<file path="src/rtl/plns_pkg.sv">
// Shared types, widths, codes and helpers of the polyline nearest station unit.
package plns_pkg;

  localparam int MAX_VERTICES_DEF = 32;

  localparam int COORD_W = 32;
  localparam int MAG_W   = 34;   // multiplier operand
  localparam int PROD_W  = 68;   // multiplier product, squared sums
  localparam int SEG_W   = 35;   // signed differences and foot offsets
  localparam int U_W     = 33;   // projection parameter, Q0.32 with 1.0
  localparam int STA_W   = 48;
  localparam int DIST_W  = 33;
  localparam int LEN_W   = 34;   // stored segment length
  localparam int ROOT_W  = 36;
  localparam int RAD_W   = 72;
  localparam int SREM_W  = 40;
  localparam int STEP_W  = 6;

  localparam int DIV_STEPS  = 32;
  localparam int SQRT_STEPS = 36;

  localparam logic [U_W-1:0]    U_ONE    = {1'b1, {(U_W-1){1'b0}}};
  localparam logic [DIST_W-1:0] DIST_MAX = {DIST_W{1'b1}};
  localparam logic [STA_W-1:0]  STA_MAX  = {STA_W{1'b1}};
  localparam logic [PROD_W-1:0] HALF_LSB = PROD_W'(64'h8000_0000);

  // action codes
  localparam logic [1:0] ACT_APPEND = 2'd0;
  localparam logic [1:0] ACT_QUERY  = 2'd1;
  localparam logic [1:0] ACT_CLEAR  = 2'd2;

  // datapath operations
  localparam logic [4:0] OP_NOP          = 5'd0;
  localparam logic [4:0] OP_CAPTURE      = 5'd1;
  localparam logic [4:0] OP_CLEAR        = 5'd2;
  localparam logic [4:0] OP_APPEND       = 5'd3;
  localparam logic [4:0] OP_LOAD_APPEND  = 5'd4;
  localparam logic [4:0] OP_LOAD_A       = 5'd5;
  localparam logic [4:0] OP_LOAD_B       = 5'd6;
  localparam logic [4:0] OP_DIV_INIT     = 5'd7;
  localparam logic [4:0] OP_DIV_STEP     = 5'd8;
  localparam logic [4:0] OP_BEST         = 5'd9;
  localparam logic [4:0] OP_BEST_NEXT    = 5'd10;
  localparam logic [4:0] OP_SQ_INIT_LL   = 5'd11;
  localparam logic [4:0] OP_SQ_INIT_BEST = 5'd12;
  localparam logic [4:0] OP_SQ_STEP      = 5'd13;
  localparam logic [4:0] OP_OUT_RES      = 5'd14;
  localparam logic [4:0] OP_OUT_EMPTY    = 5'd15;

  // multiplier operand pairs
  localparam logic [3:0] MS_NONE = 4'd0;
  localparam logic [3:0] MS_LXLX = 4'd1;
  localparam logic [3:0] MS_LYLY = 4'd2;
  localparam logic [3:0] MS_DXLX = 4'd3;
  localparam logic [3:0] MS_DYLY = 4'd4;
  localparam logic [3:0] MS_LXU  = 4'd5;
  localparam logic [3:0] MS_LYU  = 4'd6;
  localparam logic [3:0] MS_EXEX = 4'd7;
  localparam logic [3:0] MS_EYEY = 4'd8;
  localparam logic [3:0] MS_LENU = 4'd9;
  localparam logic [3:0] MS_TTTT = 4'd10;

  // product destinations
  localparam logic [3:0] AC_NONE   = 4'd0;
  localparam logic [3:0] AC_LL_SET = 4'd1;
  localparam logic [3:0] AC_LL_ADD = 4'd2;
  localparam logic [3:0] AC_DOT1   = 4'd3;
  localparam logic [3:0] AC_DOT2   = 4'd4;
  localparam logic [3:0] AC_FX     = 4'd5;
  localparam logic [3:0] AC_FY     = 4'd6;
  localparam logic [3:0] AC_D2_SET = 4'd7;
  localparam logic [3:0] AC_D2_ADD = 4'd8;
  localparam logic [3:0] AC_PART   = 4'd9;
  localparam logic [3:0] AC_TT     = 4'd10;

  // memory read address select
  localparam logic [1:0] RD_PREV = 2'd0;
  localparam logic [1:0] RD_IDX  = 2'd1;
  localparam logic [1:0] RD_IDX1 = 2'd2;
  localparam logic [1:0] RD_BEST = 2'd3;

  typedef struct packed {
    logic [4:0] op;
    logic [3:0] mul;
    logic [3:0] acc;
    logic [1:0] rd;
  } plns_cmd_t;

  typedef struct packed {
    logic [1:0] action;
    logic       full;
    logic       has_prev;
    logic       two_plus;
    logic       last_seg;
    logic       div_needed;
    logic       out_busy;
  } plns_stat_t;

  function automatic logic [MAG_W-1:0] mag(input logic [SEG_W-1:0] v);
    logic [SEG_W-1:0] n;
    n = -v;
    return v[SEG_W-1] ? n[MAG_W-1:0] : v[MAG_W-1:0];
  endfunction

endpackage

</file>
<file path="src/rtl/plns_ctrl.sv">
// Sequencer of the polyline nearest station unit: issues datapath commands.
module plns_ctrl (
  input  logic                clk,
  input  logic                rst_n,
  input  logic                in_valid,
  output logic                in_ready,
  input  plns_pkg::plns_stat_t stat,
  output plns_pkg::plns_cmd_t  cmd
);
  import plns_pkg::*;

  localparam logic [4:0] S_IDLE   = 5'd0;
  localparam logic [4:0] S_DISP   = 5'd1;
  localparam logic [4:0] S_ALOAD  = 5'd2;
  localparam logic [4:0] S_QLOADA = 5'd3;
  localparam logic [4:0] S_QRD    = 5'd4;
  localparam logic [4:0] S_QLOADB = 5'd5;
  localparam logic [4:0] S_L1     = 5'd6;
  localparam logic [4:0] S_L2     = 5'd7;
  localparam logic [4:0] S_L3     = 5'd8;
  localparam logic [4:0] S_L4     = 5'd9;
  localparam logic [4:0] S_L5     = 5'd10;
  localparam logic [4:0] S_DIVC   = 5'd11;
  localparam logic [4:0] S_DIV    = 5'd12;
  localparam logic [4:0] S_F1     = 5'd13;
  localparam logic [4:0] S_F2     = 5'd14;
  localparam logic [4:0] S_F3     = 5'd15;
  localparam logic [4:0] S_E1     = 5'd16;
  localparam logic [4:0] S_E2     = 5'd17;
  localparam logic [4:0] S_E3     = 5'd18;
  localparam logic [4:0] S_CMP    = 5'd19;
  localparam logic [4:0] S_FIN1   = 5'd20;
  localparam logic [4:0] S_FIN2   = 5'd21;
  localparam logic [4:0] S_FIN3   = 5'd22;
  localparam logic [4:0] S_FIN4   = 5'd23;
  localparam logic [4:0] S_SQI    = 5'd24;
  localparam logic [4:0] S_SQ     = 5'd25;
  localparam logic [4:0] S_AWR    = 5'd26;
  localparam logic [4:0] S_OUT    = 5'd27;
  localparam logic [4:0] S_EMPTY  = 5'd28;

  logic [4:0]        state_r, state_nxt;
  logic [STEP_W-1:0] step_r, step_nxt;
  logic              query_r, query_nxt;

  always_comb begin
    state_nxt = state_r;
    step_nxt  = step_r;
    query_nxt = query_r;
    in_ready  = 1'b0;
    cmd       = '{op: OP_NOP, mul: MS_NONE, acc: AC_NONE, rd: RD_IDX};
    case (state_r)
      S_IDLE: begin
        in_ready = 1'b1;
        if (in_valid) begin
          cmd.op    = OP_CAPTURE;
          state_nxt = S_DISP;
        end
      end
      S_DISP: begin
        state_nxt = S_IDLE;
        case (stat.action)
          ACT_CLEAR: cmd.op = OP_CLEAR;
          ACT_APPEND: begin
            query_nxt = 1'b0;
            if (!stat.full) begin
              if (stat.has_prev) begin
                cmd.rd    = RD_PREV;
                state_nxt = S_ALOAD;
              end else begin
                state_nxt = S_AWR;
              end
            end
          end
          ACT_QUERY: begin
            query_nxt = 1'b1;
            state_nxt = stat.two_plus ? S_QLOADA : S_EMPTY;
          end
          default: state_nxt = S_IDLE;
        endcase
      end
      S_ALOAD: begin
        cmd.op    = OP_LOAD_APPEND;
        state_nxt = S_L1;
      end
      S_QLOADA: begin
        cmd.op    = OP_LOAD_A;
        cmd.rd    = RD_IDX1;
        state_nxt = S_QLOADB;
      end
      S_QRD: begin
        cmd.rd    = RD_IDX1;
        state_nxt = S_QLOADB;
      end
      S_QLOADB: begin
        cmd.op    = OP_LOAD_B;
        state_nxt = S_L1;
      end
      S_L1: begin
        cmd.mul   = MS_LXLX;
        state_nxt = S_L2;
      end
      S_L2: begin
        cmd.mul   = MS_LYLY;
        cmd.acc   = AC_LL_SET;
        state_nxt = S_L3;
      end
      S_L3: begin
        cmd.acc   = AC_LL_ADD;
        cmd.mul   = MS_DXLX;
        state_nxt = query_r ? S_L4 : S_SQI;
      end
      S_L4: begin
        cmd.mul   = MS_DYLY;
        cmd.acc   = AC_DOT1;
        state_nxt = S_L5;
      end
      S_L5: begin
        cmd.acc   = AC_DOT2;
        state_nxt = S_DIVC;
      end
      S_DIVC: begin
        cmd.op    = OP_DIV_INIT;
        step_nxt  = '0;
        state_nxt = stat.div_needed ? S_DIV : S_F1;
      end
      S_DIV: begin
        cmd.op   = OP_DIV_STEP;
        step_nxt = step_r + 1'b1;
        if (step_r == STEP_W'(DIV_STEPS - 1)) state_nxt = S_F1;
      end
      S_F1: begin
        cmd.mul   = MS_LXU;
        state_nxt = S_F2;
      end
      S_F2: begin
        cmd.mul   = MS_LYU;
        cmd.acc   = AC_FX;
        state_nxt = S_F3;
      end
      S_F3: begin
        cmd.acc   = AC_FY;
        state_nxt = S_E1;
      end
      S_E1: begin
        cmd.mul   = MS_EXEX;
        state_nxt = S_E2;
      end
      S_E2: begin
        cmd.mul   = MS_EYEY;
        cmd.acc   = AC_D2_SET;
        state_nxt = S_E3;
      end
      S_E3: begin
        cmd.acc   = AC_D2_ADD;
        state_nxt = S_CMP;
      end
      S_CMP: begin
        if (stat.last_seg) begin
          cmd.op    = OP_BEST;
          state_nxt = S_FIN1;
        end else begin
          cmd.op    = OP_BEST_NEXT;
          state_nxt = S_QRD;
        end
      end
      S_FIN1: begin
        cmd.rd    = RD_BEST;
        state_nxt = S_FIN2;
      end
      S_FIN2: begin
        cmd.rd    = RD_BEST;
        cmd.mul   = MS_LENU;
        state_nxt = S_FIN3;
      end
      S_FIN3: begin
        cmd.rd    = RD_BEST;
        cmd.acc   = AC_PART;
        cmd.mul   = MS_TTTT;
        state_nxt = S_FIN4;
      end
      S_FIN4: begin
        cmd.acc   = AC_TT;
        state_nxt = S_SQI;
      end
      S_SQI: begin
        cmd.op    = query_r ? OP_SQ_INIT_BEST : OP_SQ_INIT_LL;
        step_nxt  = '0;
        state_nxt = S_SQ;
      end
      S_SQ: begin
        cmd.op   = OP_SQ_STEP;
        step_nxt = step_r + 1'b1;
        if (step_r == STEP_W'(SQRT_STEPS - 1)) state_nxt = query_r ? S_OUT : S_AWR;
      end
      S_AWR: begin
        cmd.op    = OP_APPEND;
        state_nxt = S_IDLE;
      end
      S_OUT: begin
        // hold until the result slot frees up
        if (!stat.out_busy) begin
          cmd.op    = OP_OUT_RES;
          state_nxt = S_IDLE;
        end
      end
      S_EMPTY: begin
        if (!stat.out_busy) begin
          cmd.op    = OP_OUT_EMPTY;
          state_nxt = S_IDLE;
        end
      end
      default: state_nxt = S_IDLE;
    endcase
  end

  always_ff @(posedge clk) begin
    if (!rst_n) begin
      state_r <= S_IDLE;
      step_r  <= '0;
      query_r <= 1'b0;
    end else begin
      state_r <= state_nxt;
      step_r  <= step_nxt;
      query_r <= query_nxt;
    end
  end

`ifndef NO_ASSERTIONS
  a_step_bound: assert property (@(posedge clk) disable iff (!rst_n)
    step_r <= STEP_W'(SQRT_STEPS))
    else $error("iteration counter out of range");
  a_div_len: assert property (@(posedge clk) disable iff (!rst_n)
    (state_r == S_DIVC && stat.div_needed) |-> ##33 (state_r == S_F1))
    else $error("division did not take its fixed step count");
  a_ready_idle: assert property (@(posedge clk) disable iff (!rst_n)
    (in_ready && in_valid) |=> (state_r == S_DISP))
    else $error("accepted beat not dispatched");
`endif

endmodule

</file>
<file path="config.mk">
export PLATFORM = sky130hd
export DESIGN_NAME = plns_ctrl
export DESIGN_NICKNAME = d
export VERILOG_FILES = /design/src/rtl/plns_pkg.sv /design/src/rtl/plns_ctrl.sv
export SDC_FILE = /design/constraint.sdc
export NUM_CORES = 1
export LEC_CHECK = 0
export BUFFER_PORTS_ARGS = -buffer_cell sky130_fd_sc_hd__buf_2
export CAP_MARGIN = 40
export CORE_ASPECT_RATIO = 2
export CORE_MARGIN = 2
export CORE_UTILIZATION = 25
export DETAILED_ROUTE_END_ITERATION = 10
export HOLD_SLACK_MARGIN = 0.02
export SLEW_MARGIN = 20
export SYNTH_ARGS = -nofsm -noshare
export SYNTH_HDL_FRONTEND = slang
export SYNTH_SLANG_ARGS = --single-unit
export TNS_END_PERCENT = 10
</file>
<file path="constraint.sdc">
create_clock -name clk -period 3.2 [get_ports clk]
set_input_delay 0.32 -clock clk [delete_from_list [all_inputs] [get_ports clk]]
set_output_delay 0.32 -clock clk [all_outputs]
set_load 0.005 [all_outputs]
</file>
==> metrics.yaml <==
outcome:
  outcome: "finished, final reports clean"
critical_path:
  worstRegToRegCells: 5
  critPathLaunch: "state_r[4]"
  r2r_end: "state_r[1]"
  critPathArrivalTime_ns: 2.30
  start_kind: "register"
  endpoint_kind: "output port"
  critPathKind: "register to output port"
  worstPathMaxFanout: 21
  cp.required_ns: 2.88
  r2r_setup_slack_ns: 0.83
  worst_r2r_startpoint: "state_r[1]"
timing:
  max_freq_mhz: 381
  fin_skew_ns: 0.00365
  relSlewSlack_pct: 43.9
  min_period_ns: 2.62
  setup_viol: 0
  fin_crit_sh_pct: 82.0
  setup_tns_ns: 0
  hold_viol: 0
  rsz0062_at_grt: "false"
  setup_ws_ns: 0.576
  drv_slew: 0
  worst_slew_pin_slew_ns: 0.840
  hold_slack_ns: 0.389
floorplanning:
  dieArea_um2: 6500
  ios: 27
  die_w_um: 58.0
  die_y_um: 112
  core_area_um2: 5660
  initial_utilization_pct: 25.8
  row_count: 39
synth:
  syn-num-nets: 210
  seq_area_frac_synth_pct: 16.5
  syn_area_um2: 1460
  async_flop_share_pct: 0
  synth_edf_count: 0
  ys.warnings.count: 0
  ys.flop_type: "dfxtp_1"
  synth_cell_types: 62
  synth-seq-cells: 12
  netlist_instances: 198
  yosysTopAreaCellShare_pct: 16.5
  synth_top_area_cell: "dfxtp_1"
  avgSynthCellArea_um2: 7.37
  yosys-top-cells-area: "dfxtp_1 (16%), nor2_1 (4.9%), a21oi_1 (4.8%)"
global_route:
  antenna_found_initial: 0
  grt_pass1_vias: 1552
  grt_first_pass_wirelength_um: 7270
  overflow: 0
  grt_max_degree: 29
  grt_usage_pct: 14.3
clocking:
  clk_pin_slew_ns: 0.04
  cts_hold_buf: 0
  cts.htree.levels: 1
  cts_root_buffer: "clkbuf_16"
  cts_setup_buffers: 0
  cts.path.max_buffers: 2
  cts_tree: "yes"
  cts_resized: 0
  numCtsBuffers: 3
  clkSinkCount: 12
  worstSkewPairLatency_ns: 0.24
routing:
  wl_per_cell_um: 16.7
  vias: 1643
  via_per_inst: 5.89
  dr.pass1.iters: 4
  wirelength_um: 4650
  drt_iter0_drc: 53
  drc: 0
  ant_nets: 0
worst_hold_path:
  holdCritStartpoint: "rst_n"
  whs_endpoint: "step_r[5]"
  holdPathStages: 2
  min_path_type: "input port to register"
layout:
  seq_area_um2: 240
  fillers: 615
  area_growth_pct: 17.9
  multi_input_area_um2: 1130
  diodes: 0
  final_layout_size_suffix_gt1_share_pct: 22.5
  layout.nets: 231
placement:
  gp_congestion: 0.871
  dpl.hpwl_um: 3610
  place_ws_ns: 0.851
  io_buffers: 25
flow_run:
  drv_cap: 0
power_and_ir_drop:
  peakVddDrop_uv: 263
  powerDensity_nw_per_um2: 698
  leakage_nw: 0.627
[layer usage]
metal | GRT usage [%] | vias up | wire, um
li1 | - | 791 | -
met1 | 14.2 | 773 | 1730
met2 | 26.7 | 60 | 2520
met3 | 1.50 | 19 | 180
met4 | 8.84 | 0 | 217
met5 | 0 | - | 0
[worst max path at each step]
stage	slack (ns)	endpoint	cells after the start
detailed placement	0.85	state_r[1]	5
finish	0.58	cmd[11]	5
global placement	0.87	cmd[11]	5
CTS	0.61	cmd[11]	5
global route	0.50	cmd[11]	4
floorplan	1.41	cmd[11]	4
[registers in the layout, indices dropped and copies added (netlist names)]
register / cells
step_r: 6
state_r: 5
query_r: 1
[logic make-up after synthesis]
group / after synthesis / share of synthesized area, %
simple gates: 88 / 35.6
compound gates: 73 / 38.5
buf+inv: 20 / 6.35
flops: 12 / 16.5
mux: 2 / 1.37
fa+ha+maj: 1 / 0.857
other cells: 1 / 0.257
xor+xnor: 1 / 0.600
[layout make-up]
cell class | count | area share, %
multi-input combinational | 166 | 65.5
sequential | 12 | 14.0
timing repair buffer | 31 | 9.89
clock buffer | 4 | 5.16
tap | 61 | 4.44
inverter | 5 | 1.09
[worst max-delay path: stages, from the launching register on]
cell      delay (ns)
dfxtp_1         0.80
nand3b_1        0.21
o21ai_0         0.16
and3b_1         0.24
or4_1           0.50
buf_2           0.14
[cell usage after synthesis, types with 2 or more instances]
| library cell | number |
|---|---|
| buf_2 | 8 |
| nand2b_2 | 2 |
| inv_1 | 4 |
| and3_1 | 2 |
| dfxtp_1 | 12 |
| a22o_1 | 3 |
| nor2b_1 | 7 |
| nand2b_1 | 9 |
| o21ai_0 | 14 |
| a21o_1 | 2 |
| buf_4 | 2 |
| o22ai_1 | 3 |
| o32ai_1 | 4 |
| a2111oi_4 | 2 |
| a31oi_1 | 3 |
| o32a_1 | 2 |
| o21ai_1 | 4 |
| a32oi_1 | 2 |
| or3_4 | 2 |
| nor3_1 | 11 |
| nand2_1 | 9 |
| nor4_1 | 2 |
| a211oi_1 | 5 |
| and2_1 | 3 |
| or3_1 | 3 |
| nand3b_1 | 7 |
| nor2_1 | 19 |
| clkbuf_1 | 4 |
| a21oi_1 | 14 |
| mux2i_1 | 2 |
[where the power goes]
part | leakage (nW) | internal [W] | switching (W)
combinational | 0.486 | 0.000287 | 0.000383
sequential | 0.0975 | 0.000172 | 0.000106
clock | 0.0442 | 0.000189 | 0.0000650
total | 0.627 | 0.000647 | 0.000554
[cell usage in the layout (no fill, tap or decap), drive strengths merged, types with 3 or more instances in the layout]
cell type / synthesis / final
or3: 5 / 5
o21ai: 19 / 19
a211oi: 6 / 6
a21oi: 14 / 14
nand2: 9 / 9
dfxtp: 12 / 12
a22o: 3 / 3
a2111oi: 3 / 3
nand3b: 7 / 7
nor2: 19 / 19
inv: 4 / 4
o22ai: 3 / 3
nor3: 12 / 12
a31oi: 4 / 4
and2: 3 / 3
buf: 11 / 31
clkbuf: 4 / 4
nand2b: 12 / 12
nor2b: 7 / 7
o32ai: 4 / 4
[stage by stage]
stage / instances / cell area, um2 / power [W] / utilization [%]
floorplan: 198 / 1460 / 0.000739 / -
global placement: 275 / 1630 / 0.000933 / 28.8
detailed placement: 275 / 1630 / 0.000936 / 28.8
CTS: 279 / 1720 / 0.00120 / 30.4
global route: 279 / 1720 / 0.00128 / 30.4
finish: 279 / 1720 / 0.00120 / 30.4
(Power assumes the default switching activity.)
